File: src/occupancy_light_command_controller_core_defines.svh
// Assertion macros for the occupancy light controller
`ifndef OCCUPANCY_LIGHT_COMMAND_CONTROLLER_CORE_DEFINES_SVH
`define OCCUPANCY_LIGHT_COMMAND_CONTROLLER_CORE_DEFINES_SVH
// implication checked on every clock edge outside reset
`define OLC_ASSERT(lbl, ante, cons, msg) \
  lbl: assert property (@(posedge clk) disable iff (!rst_n) (ante) |-> (cons)) \
    else $error(msg);
// next-cycle implication
`define OLC_ASSERT_NXT(lbl, ante, cons, msg) \
  lbl: assert property (@(posedge clk) disable iff (!rst_n) (ante) |=> (cons)) \
    else $error(msg);
`endif

File: src/olcc_pkg.sv
// Package: types and constants of the occupancy light controller
`timescale 1ns / 1ps
package olcc_pkg;
  localparam logic [1:0] OP_CHAR = 2'd0;
  localparam logic [1:0] OP_BTN  = 2'd1;
  localparam logic [1:0] OP_TICK = 2'd2;
  localparam logic [1:0] OP_NOP  = 2'd3;

  localparam logic [3:0] MSG_NONE    = 4'd0;
  localparam logic [3:0] MSG_DIGIT   = 4'd1;
  localparam logic [3:0] MSG_BX      = 4'd2;
  localparam logic [3:0] MSG_PWM     = 4'd3;
  localparam logic [3:0] MSG_RANGE   = 4'd4;
  localparam logic [3:0] MSG_UNKNOWN = 4'd5;
  localparam logic [3:0] MSG_BX_ERR  = 4'd6;
  localparam logic [3:0] MSG_HIGH    = 4'd7;
  localparam logic [3:0] MSG_LOW     = 4'd8;
  localparam logic [3:0] MSG_OCC     = 4'd9;
  localparam logic [3:0] MSG_IDLE    = 4'd10;
  localparam logic [3:0] MSG_BTN_OCC = 4'd11;
  localparam logic [3:0] MSG_BTN_IDL = 4'd12;
  localparam logic [3:0] MSG_TIMEOUT = 4'd13;

  localparam logic [0:0] CFG_TIMEOUT = 1'd0;
  localparam logic [0:0] CFG_IDLE    = 1'd1;

  localparam logic [6:0] DUTY_MAX = 7'd100;

  typedef struct packed {
    logic [1:0] opcode;
    logic [7:0] char_code;
  } in_word_t;

  typedef struct packed {
    logic [6:0] duty;
    logic       duty_set;
    logic [3:0] message;
    logic       occupied;
  } out_word_t;

  function automatic logic is_digit(input logic [7:0] c);
    return (c >= 8'h30) && (c <= 8'h39);
  endfunction

  function automatic logic is_blank(input logic [7:0] c);
    return (c == 8'h20) || (c == 8'h09);
  endfunction

  function automatic logic is_term(input logic [7:0] c);
    return (c == 8'h00) || (c == 8'h0d) || (c == 8'h0a) || is_blank(c);
  endfunction

  function automatic logic [6:0] digit_x10(input logic [7:0] c);
    logic [3:0] d;
    d = c[3:0];
    return {d, 3'b000} - {3'b000, d} - {3'b000, d} + {2'b00, d, 1'b0} +
           {3'b000, d} + {3'b000, d};
  endfunction
endpackage

File: src/olcc_ram.sv
// Generic single-port-write, one-read RAM with registered read data
`timescale 1ns / 1ps
module olcc_ram #(
  parameter int WIDTH = 8,
  parameter int DEPTH = 32
) (
  input  logic                     clk,
  input  logic                     wr_en,
  input  logic [$clog2(DEPTH)-1:0] wr_addr,
  input  logic [WIDTH-1:0]         wr_data,
  input  logic [$clog2(DEPTH)-1:0] rd_addr,
  output logic [WIDTH-1:0]         rd_data
);
  logic [WIDTH-1:0] mem [DEPTH];

  always_ff @(posedge clk) begin
    if (wr_en) begin
      mem[wr_addr] <= wr_data;
    end
    rd_data <= mem[rd_addr];
  end
endmodule

File: src/occupancy_light_command_controller_core.sv
// Top level: occupancy light command controller
// Use: drive in_valid/in_word (opcode, char_code); a held word waits while
// in_stall is high. One result word per item appears on out_valid/out_word
// and holds while out_stall is high.
// Sequence: button, tick and single-character items pass from accept to
// result through an execute state and then a done state. A CR/LF ending
// a buffered line walks the line buffer RAM entry by entry (address, then
// registered read), visiting at most LINE_CAPACITY+2 entries.
// Items are worked one at a time; the next is accepted the cycle after the
// result word is taken, so a waiting result stalls the input.
// Configuration: cfg_index 0 timeout_ms, 1 idle_level; write only when idle.
// Reset (rst_n low, synchronous): idle, duty 0, empty line, no pending B,
// quiet time 0, timeout_ms 30000, idle_level 0. No clearing pass needed.
`timescale 1ns / 1ps
`include "occupancy_light_command_controller_core_defines.svh"
module occupancy_light_command_controller_core #(
  parameter int LINE_CAPACITY = 32
) (
  input  logic              clk,
  input  logic              rst_n,
  input  logic              in_valid,
  output logic              in_stall,
  input  olcc_pkg::in_word_t in_word,
  output logic              out_valid,
  input  logic              out_stall,
  output olcc_pkg::out_word_t out_word,
  input  logic              cfg_valid,
  output logic              cfg_ready,
  input  logic              cfg_index,
  input  logic [31:0]       cfg_data
);
  localparam int SLOTS = LINE_CAPACITY - 1;
  localparam int AW = $clog2(SLOTS);
  localparam int FW = $clog2(LINE_CAPACITY);

  typedef enum logic [4:0] {
    S_IDLE  = 5'b00001,
    S_EXEC  = 5'b00010,
    S_SCAN  = 5'b00100,
    S_PWM   = 5'b01000,
    S_DONE  = 5'b10000
  } state_t;

  // parse phase inside S_SCAN
  typedef enum logic [3:0] {
    P_BLANK = 4'b0001,
    P_C1    = 4'b0010,
    P_C2    = 4'b0100,
    P_C3    = 4'b1000
  } phase_t;

  state_t state_r, state_nxt;
  phase_t phase_r, phase_nxt;
  olcc_pkg::in_word_t in_r;
  olcc_pkg::out_word_t out_r, out_nxt;
  logic out_valid_r, out_valid_nxt;
  logic occ_r, occ_nxt;
  logic dexp_r, dexp_nxt;
  logic [FW-1:0] fill_r, fill_nxt;
  logic [31:0] quiet_r, quiet_nxt;
  logic [6:0] duty_r, duty_nxt;
  logic [31:0] tmo_r;
  logic [6:0] idle_r;
  logic [FW-1:0] pos_r, pos_nxt;
  logic [7:0] c0_r, c0_nxt, c1_r, c1_nxt;
  logic [6:0] acc_r, acc_nxt;
  logic any_r, any_nxt;
  logic pwm_dig_r, pwm_dig_nxt;
  logic rd_pend_r, rd_pend_nxt;

  logic wr_en;
  logic [AW-1:0] wr_addr, rd_addr;
  logic [7:0] rd_data;
  logic [7:0] ch;
  logic [7:0] cur;
  logic [10:0] acc_w;
  logic set;
  logic [3:0] msg;
  logic [6:0] dval;

  olcc_ram #(.WIDTH(8), .DEPTH(SLOTS)) u_line (
    .clk    (clk),
    .wr_en  (wr_en),
    .wr_addr(wr_addr),
    .wr_data(in_r.char_code),
    .rd_addr(rd_addr),
    .rd_data(rd_data)
  );

  assign in_stall  = (state_r != S_IDLE) || out_valid_r;
  assign out_valid = out_valid_r;
  assign out_word  = out_r;
  assign cfg_ready = 1'b1;
  assign ch = in_r.char_code;
  assign rd_addr = pos_r[AW-1:0];

  always_ff @(posedge clk) begin
    if (!rst_n) begin
      state_r     <= S_IDLE;
      phase_r     <= P_BLANK;
      out_valid_r <= 1'b0;
      occ_r       <= 1'b0;
      dexp_r      <= 1'b0;
      fill_r      <= '0;
      quiet_r     <= '0;
      duty_r      <= '0;
      tmo_r       <= 32'd30000;
      idle_r      <= '0;
      rd_pend_r   <= 1'b0;
    end else begin
      state_r     <= state_nxt;
      phase_r     <= phase_nxt;
      out_valid_r <= out_valid_nxt;
      occ_r       <= occ_nxt;
      dexp_r      <= dexp_nxt;
      fill_r      <= fill_nxt;
      quiet_r     <= quiet_nxt;
      duty_r      <= duty_nxt;
      rd_pend_r   <= rd_pend_nxt;
      if (cfg_valid && cfg_ready) begin
        unique case (cfg_index)
          olcc_pkg::CFG_TIMEOUT: tmo_r <= cfg_data;
          olcc_pkg::CFG_IDLE:    idle_r <= cfg_data[6:0];
          default: ;
        endcase
      end
    end
  end

  always_ff @(posedge clk) begin
    if (in_valid && !in_stall) in_r <= in_word;
    out_r     <= out_nxt;
    pos_r     <= pos_nxt;
    c0_r      <= c0_nxt;
    c1_r      <= c1_nxt;
    acc_r     <= acc_nxt;
    any_r     <= any_nxt;
    pwm_dig_r <= pwm_dig_nxt;
  end

  always_comb begin
    state_nxt = state_r;
    phase_nxt = phase_r;
    out_valid_nxt = out_valid_r && out_stall;
    out_nxt = out_r;
    occ_nxt = occ_r;
    dexp_nxt = dexp_r;
    fill_nxt = fill_r;
    quiet_nxt = quiet_r;
    duty_nxt = duty_r;
    pos_nxt = pos_r;
    c0_nxt = c0_r;
    c1_nxt = c1_r;
    acc_nxt = acc_r;
    any_nxt = any_r;
    pwm_dig_nxt = pwm_dig_r;
    rd_pend_nxt = 1'b0;
    wr_en = 1'b0;
    wr_addr = fill_r[AW-1:0];
    set = 1'b0;
    msg = olcc_pkg::MSG_NONE;
    dval = duty_r;
    cur = (pos_r < fill_r) ? rd_data : 8'h00;
    acc_w = {4'b0, acc_r} * 11'd10 + {7'b0, cur[3:0]};
    unique case (state_r)
      S_IDLE: begin
        if (in_valid && !in_stall) state_nxt = S_EXEC;
      end
      S_EXEC: begin
        state_nxt = S_DONE;
        case (in_r.opcode)
          olcc_pkg::OP_CHAR: begin
            if (dexp_r) begin
              fill_nxt = '0;
              dexp_nxt = 1'b0;
              if (olcc_pkg::is_digit(ch)) begin
                set = 1'b1; dval = olcc_pkg::digit_x10(ch);
                msg = olcc_pkg::MSG_BX; quiet_nxt = '0;
              end else begin
                msg = olcc_pkg::MSG_BX_ERR;
              end
            end else begin
              case (ch)
                8'h68, 8'h48: begin
                  fill_nxt = '0; set = 1'b1; dval = olcc_pkg::DUTY_MAX;
                  msg = olcc_pkg::MSG_HIGH; quiet_nxt = '0;
                end
                8'h6c, 8'h4c: begin
                  fill_nxt = '0; set = 1'b1; dval = '0;
                  msg = olcc_pkg::MSG_LOW; quiet_nxt = '0;
                end
                8'h6f, 8'h4f: begin
                  fill_nxt = '0; set = 1'b1; dval = olcc_pkg::DUTY_MAX;
                  occ_nxt = 1'b1; msg = olcc_pkg::MSG_OCC; quiet_nxt = '0;
                end
                8'h69, 8'h49: begin
                  fill_nxt = '0; set = 1'b1; dval = '0;
                  occ_nxt = 1'b0; msg = olcc_pkg::MSG_IDLE; quiet_nxt = '0;
                end
                8'h62, 8'h42: begin
                  fill_nxt = '0; dexp_nxt = 1'b1;
                end
                default: begin
                  if (fill_r == '0 && olcc_pkg::is_digit(ch)) begin
                    set = 1'b1; dval = olcc_pkg::digit_x10(ch);
                    msg = olcc_pkg::MSG_DIGIT; quiet_nxt = '0;
                  end else if (ch == 8'h0d || ch == 8'h0a) begin
                    if (fill_r != '0) begin
                      state_nxt = S_SCAN;
                      phase_nxt = P_BLANK;
                      pos_nxt = '0;
                    end
                  end else if (fill_r < FW'(SLOTS)) begin
                    wr_en = 1'b1;
                    fill_nxt = fill_r + 1'b1;
                  end else begin
                    fill_nxt = '0;
                  end
                end
              endcase
            end
          end
          olcc_pkg::OP_BTN: begin
            occ_nxt = !occ_r; set = 1'b1; quiet_nxt = '0;
            dval = occ_r ? 7'd0 : olcc_pkg::DUTY_MAX;
            msg = occ_r ? olcc_pkg::MSG_BTN_IDL : olcc_pkg::MSG_BTN_OCC;
          end
          olcc_pkg::OP_TICK: begin
            if (quiet_r != '1) quiet_nxt = quiet_r + 1'b1;
            if (occ_r && quiet_nxt >= tmo_r) begin
              occ_nxt = 1'b0; set = 1'b1;
              dval = (idle_r > olcc_pkg::DUTY_MAX) ? olcc_pkg::DUTY_MAX : idle_r;
              msg = olcc_pkg::MSG_TIMEOUT;
            end
          end
          default: ;
        endcase
        if (state_nxt == S_DONE) begin
          if (set) duty_nxt = dval;
          out_nxt = '{duty: set ? dval : duty_r, duty_set: set, message: msg,
                      occupied: occ_nxt};
        end
      end
      S_SCAN: begin
        if (!rd_pend_r) begin
          rd_pend_nxt = 1'b1;
        end else begin
          unique case (phase_r)
            P_BLANK: begin
              if (pos_r < fill_r && olcc_pkg::is_blank(cur)) begin
                pos_nxt = pos_r + 1'b1;
              end else begin
                c0_nxt = cur; phase_nxt = P_C1; pos_nxt = pos_r + 1'b1;
              end
            end
            P_C1: begin
              c1_nxt = cur; phase_nxt = P_C2; pos_nxt = pos_r + 1'b1;
            end
            P_C2: begin
              state_nxt = S_DONE;
              if (olcc_pkg::is_digit(c0_r) && olcc_pkg::is_term(c1_r)) begin
                set = 1'b1; dval = olcc_pkg::digit_x10(c0_r);
                msg = olcc_pkg::MSG_DIGIT;
              end else if ((c0_r == 8'h42 || c0_r == 8'h62) &&
                           olcc_pkg::is_digit(c1_r) && olcc_pkg::is_term(cur)) begin
                set = 1'b1; dval = olcc_pkg::digit_x10(c1_r);
                msg = olcc_pkg::MSG_BX;
              end else if ((c0_r == 8'h50 || c0_r == 8'h70) &&
                           (c1_r == 8'h57 || c1_r == 8'h77) &&
                           (cur == 8'h4d || cur == 8'h6d)) begin
                state_nxt = S_PWM;
                phase_nxt = P_C3;
                pos_nxt = pos_r + 1'b1;
                acc_nxt = '0; any_nxt = 1'b0; pwm_dig_nxt = 1'b0;
              end else begin
                msg = olcc_pkg::MSG_UNKNOWN;
              end
              if (state_nxt == S_DONE) begin
                fill_nxt = '0; quiet_nxt = '0;
                if (set) duty_nxt = dval;
                out_nxt = '{duty: set ? dval : duty_r, duty_set: set,
                            message: msg, occupied: occ_r};
              end
            end
            default: state_nxt = S_DONE;
          endcase
        end
      end
      S_PWM: begin
        if (!rd_pend_r) begin
          rd_pend_nxt = 1'b1;
        end else if (pos_r < fill_r && !pwm_dig_r && olcc_pkg::is_blank(cur)) begin
          pos_nxt = pos_r + 1'b1;
        end else if (pos_r < fill_r && olcc_pkg::is_digit(cur)) begin
          pwm_dig_nxt = 1'b1; any_nxt = 1'b1;
          acc_nxt = (acc_w > 11'd100) ? 7'd101 : acc_w[6:0];
          pos_nxt = pos_r + 1'b1;
        end else begin
          state_nxt = S_DONE;
          fill_nxt = '0; quiet_nxt = '0;
          if (any_r && acc_r <= olcc_pkg::DUTY_MAX) begin
            duty_nxt = acc_r;
            out_nxt = '{duty: acc_r, duty_set: 1'b1, message: olcc_pkg::MSG_PWM,
                        occupied: occ_r};
          end else begin
            out_nxt = '{duty: duty_r, duty_set: 1'b0, message: olcc_pkg::MSG_RANGE,
                        occupied: occ_r};
          end
        end
      end
      S_DONE: begin
        out_valid_nxt = 1'b1;
        state_nxt = S_IDLE;
      end
      default: state_nxt = S_IDLE;
    endcase
  end

  `OLC_ASSERT(a_no_accept_busy, (state_r != S_IDLE), in_stall, "accept while busy")
  `OLC_ASSERT(a_duty_range, out_valid, (out_word.duty <= olcc_pkg::DUTY_MAX), "duty > 100")
  `OLC_ASSERT(a_fill_range, 1'b1, (fill_r <= FW'(SLOTS)), "line fill overflow")
  `OLC_ASSERT_NXT(a_done_out, (state_r == S_DONE), out_valid, "result lost")
endmodule
File: config.mk
export PLATFORM = sky130hd
export DESIGN_NAME = occupancy_light_command_controller_core
export DESIGN_NICKNAME = d
export VERILOG_FILES = /design/src/olcc_pkg.sv /design/src/olcc_ram.sv /design/src/occupancy_light_command_controller_core.sv
export VERILOG_INCLUDE_DIRS = /design/src /design/src/src
export SDC_FILE = /design/constraint.sdc
export NUM_CORES = 1
export LEC_CHECK = 0
export BUFFER_PORTS_ARGS = -buffer_cell sky130_fd_sc_hd__buf_4
export CAP_MARGIN = 5
export CORE_UTILIZATION = 57
export DETAILED_ROUTE_END_ITERATION = 16
export PLACE_DENSITY = 0.75
export SYNTH_ARGS = -nofsm -noshare
export SYNTH_HDL_FRONTEND = slang
export SYNTH_HIERARCHICAL = 1
export SYNTH_SLANG_ARGS = --single-unit
File: constraint.sdc
create_clock -name clk -period 4.1 [get_ports clk]
set_input_delay 0.205 -clock clk [delete_from_list [all_inputs] [get_ports clk]]
set_output_delay 0.205 -clock clk [all_outputs]
set_load 0.005 [all_outputs]
==> flow_summary.toml <==
[sta]
post-route-min-period_ns = 4.17
fmax_mhz = 240
worst_pin_slew_ns = 1.05
timing.setup.tns_ns = -0.218
clock_skew_ns = 0.0214
timing.final.ws_setup_ns = -0.0689
min_period_over_period_pct = 102
rsz0062_at_grt = "yes"
relSlewSlack_pct = 28.1
slew_viol_final = 0
setup_viol = 7
hold_violations = 0

[pwr]
p_per_area_nw_per_um2 = 387
p_total_w = 0.00938
peakVddDrop_mv = 0.303
leakage_nw = 9.28

[setup_path]
arrival_ns = 4.47
critPathMaxStageDelay_ns = 0.42
critPathCaptureType = "flip-flop"
cp.required_ns = 4.40
start_kind = "flip-flop"
critPathKind = "flip-flop to flip-flop"
crit_slowest_cell = "or3_1"
worstPathCellList = "ha_4 > nand4_1 > nor4_4 > buf_4 > a211oi_4 > and4_4 > and3_4 > xor2_2 > ha_1 > nand4_1 > or3_1 > a2111o_1 > nor2_2 > a21oi_4 > buf_6 > and2_4 > o21a_1 > or3_1"
critical_path.max_fanout = 5

[synth]
synth_edf_count = 300
ys_seq_area_share_pct = 54.5
postSynth.asyncResetShare_pct = 0
yosys.area.top_type = "edfxtp_1"
avgSynthCellArea_um2 = 11.7
synthTopCellsByCount = "edfxtp_1 (300), nand2_1 (166), dfxtp_1 (104)"
ys_warn_count = 6
synth_fp_nets = 1894
synth_cell_types = 93
yosysMostFrequentCell = "edfxtp_1"
yosys.area.top_type_share_pct = 44.2
postSynthCellCount = 1745
yosys-top-cells-area = "edfxtp_1 (44%), dfxtp_1 (10%), ha_1 (5.4%)"
syn_area_um2 = 20400
yosys_register_bits = 404
synth_ff_type = "edfxtp_1"

[route]
wl_per_cell_um = 20.4
dr.first_iter.drc_count = 1479
wirelength_um = 50200
viasPerCell = 6.00
routed-via-count = 14783
drc = 0
ant_nets = 0
dr.pass1.iters = 5

[die]
dieHeight_um = 191
rows = 68
core_region_area_um2 = 34900
die_w_um = 191
start_util_pct = 58.4
ios = 64
design.die.area_um2 = 36500

[grt]
grt_pass1_vias = 14624
groute.usage.overall_pct = 27.8
overflow = 0
grt_start_max_net_pins = 97
grtUsageMet2_pct = 45.7
grt_busiest_layer = "met2"
use_met1_pct = 37.5
grt_pass1_wl_um = 78200
antenna_found_initial = 0
grt_util_met3_pct = 4.83

[cells_and_area]
area_delta_synth_final_pct = 18.9
fin_area_um2 = 24200
final_cells = 2463
drive_gt1_share_pct = 18.0
antenna_cells = 0
nets = 2123

[cts]
cts_tree = "yes"
clkLatencyLatePin_ns = 0.57
clk_root_buffer_cell = "clkbuf_16"
htree_levels = 2
cts_inserted_buffers = 42
cts_sinks = 404
clock_path_buffers = 3
clkSlewWorstSetupHoldPaths_ns = 0.06

[place]
post-dp-hpwl_um = 34000
dp_cells = 2324
port_buffers = 62
gp_congestion = 0.922
placed_area_um2 = 22000
place_ws_ns = -0.175

[min_path]
hold_class = "input port to flip-flop"

[outcome]
violations = "setup timing"
status = "finished with violations"

[flow_run]
maxCapViolations = 0
-- flip-flops by register name, indices dropped and copies added, names as in the netlist, 7 cells and up --
register and cells:
out_word 13, quiet_r 32, u_line/mem 248, u_line/rd_data 8, tmo_r 32, duty_r 7
idle_r 7, acc_r 7, ch 8, c1_r 8, c0_r 8
-- worst paths after layout --
kind,end,startpoint,cells past startpoint,slack [ns]
worst max-delay path,out_word[9],quiet_r[1],18,-0.07
worst min-delay path,state_r[0],in_valid,4,0.14
worst max register to register,out_word[9],quiet_r[1],18,-0.07
worst min register to register,tmo_r[23],tmo_r[23],2,0.47
-- cells in the final DEF, fill, tap and decap left out, types with 8 or more instances in the layout --
| cell | instances |
|---|---|
| a21boi_1 | 14 |
| xnor2_1 | 31 |
| buf_6 | 8 |
| nand4_1 | 28 |
| dfxtp_1 | 101 |
| nand3_1 | 44 |
| dlygate4sd3_1 | 46 |
| mux2i_1 | 86 |
| and2_1 | 23 |
| xor2_1 | 20 |
| or3_1 | 13 |
| a21oi_1 | 71 |
| a21boi_0 | 45 |
| fa_1 | 13 |
| nand2_1 | 166 |
| nor3_1 | 22 |
| nand3b_1 | 26 |
| edfxtp_1 | 300 |
| buf_4 | 207 |
| clkbuf_16 | 44 |
| clkinv_2 | 9 |
| o211ai_1 | 16 |
| nor2b_1 | 30 |
| a22oi_1 | 32 |
| mux4_2 | 16 |
| ha_1 | 87 |
| o21ai_0 | 51 |
| a31oi_1 | 22 |
| a21o_1 | 21 |
| clkinv_1 | 9 |
| and3_1 | 13 |
| o21a_1 | 16 |
| nand2b_1 | 14 |
| nor2_1 | 93 |
| inv_1 | 90 |
-- logic make-up (layout without fill, tap and decap cells) --
group,Yosys count,in the layout,share of synthesized area [%]
compound gates,371,371,12.4
flops,404,404,54.5
simple gates,536,536,13.6
other cells,1,1,0.0184
buf+inv,166,429,3.80
fa+ha+maj,101,101,6.69
mux,114,114,6.83
xor+xnor,52,52,2.24
-- per-layer routing --
| layer | vias to the layer above | share of wire (%) |
|---|---|---|
| met4 | 0 | 2.3 |
| met3 | 84 | 7.6 |
| met2 | 572 | 48 |
| met5 | - | 0 |
| met1 | 7219 | 42 |
| li1 | 6908 | - |
-- metrics by stage --
| stage | util (%) | hold slack (ns) |
|---|---|---|
| 2_1_floorplan | - | 0.304 |
| 3_3_place_gp | 63.2 | 0.384 |
| 3_5_place_dp | 63.2 | 0.384 |
| 4_1_cts | 68.9 | 0.118 |
| 5_1_grt | 69.4 | 0.151 |
| 6_report | 69.4 | 0.135 |
-- what timing repair did --
item                                    in CTS  in global routing
pin swaps                                   20                 15
hold buffers                                46                  0
resized for setup                           19                 24
endpoints found under the setup margin      14                 27
setup buffers                                8                  8
hold endpoints to repair                    50                  0
-- where the power goes --
| group | switching [W] | internal (W) | total [W] |
|---|---|---|---|
| Clock | 0.00161 | 0.00227 | 0.00387 |
| Sequential | 0.0000734 | 0.00451 | 0.00458 |
| Combinational | 0.000557 | 0.000370 | 0.000927 |
| Total | 0.00224 | 0.00714 | 0.00938 |
-- layout make-up --
cell class	count	area (um2)
flip-flops and latches	404	11100
fillers	2455	10700
multi-input cells	1175	8690
repair buffers	261	2100
clock buffers	53	1150
well taps	455	569
inverters	90	338
clock inverters	25	267
-- critical path: cells and delay by family (launching register included) --
| family | cells | cell delay [ns] |
|---|---|---|
| flip-flops | 1 | 0.35 |
| buffers and inverters | 2 | 0.33 |
| XOR/XNOR | 1 | 0.13 |
| AO/OA/AOI/OAI | 4 | 0.65 |
| AND/OR/NAND/NOR | 9 | 2.02 |
| adder cells (fa/ha/maj) | 2 | 0.42 |
Power figures use the tool's default switching activity.
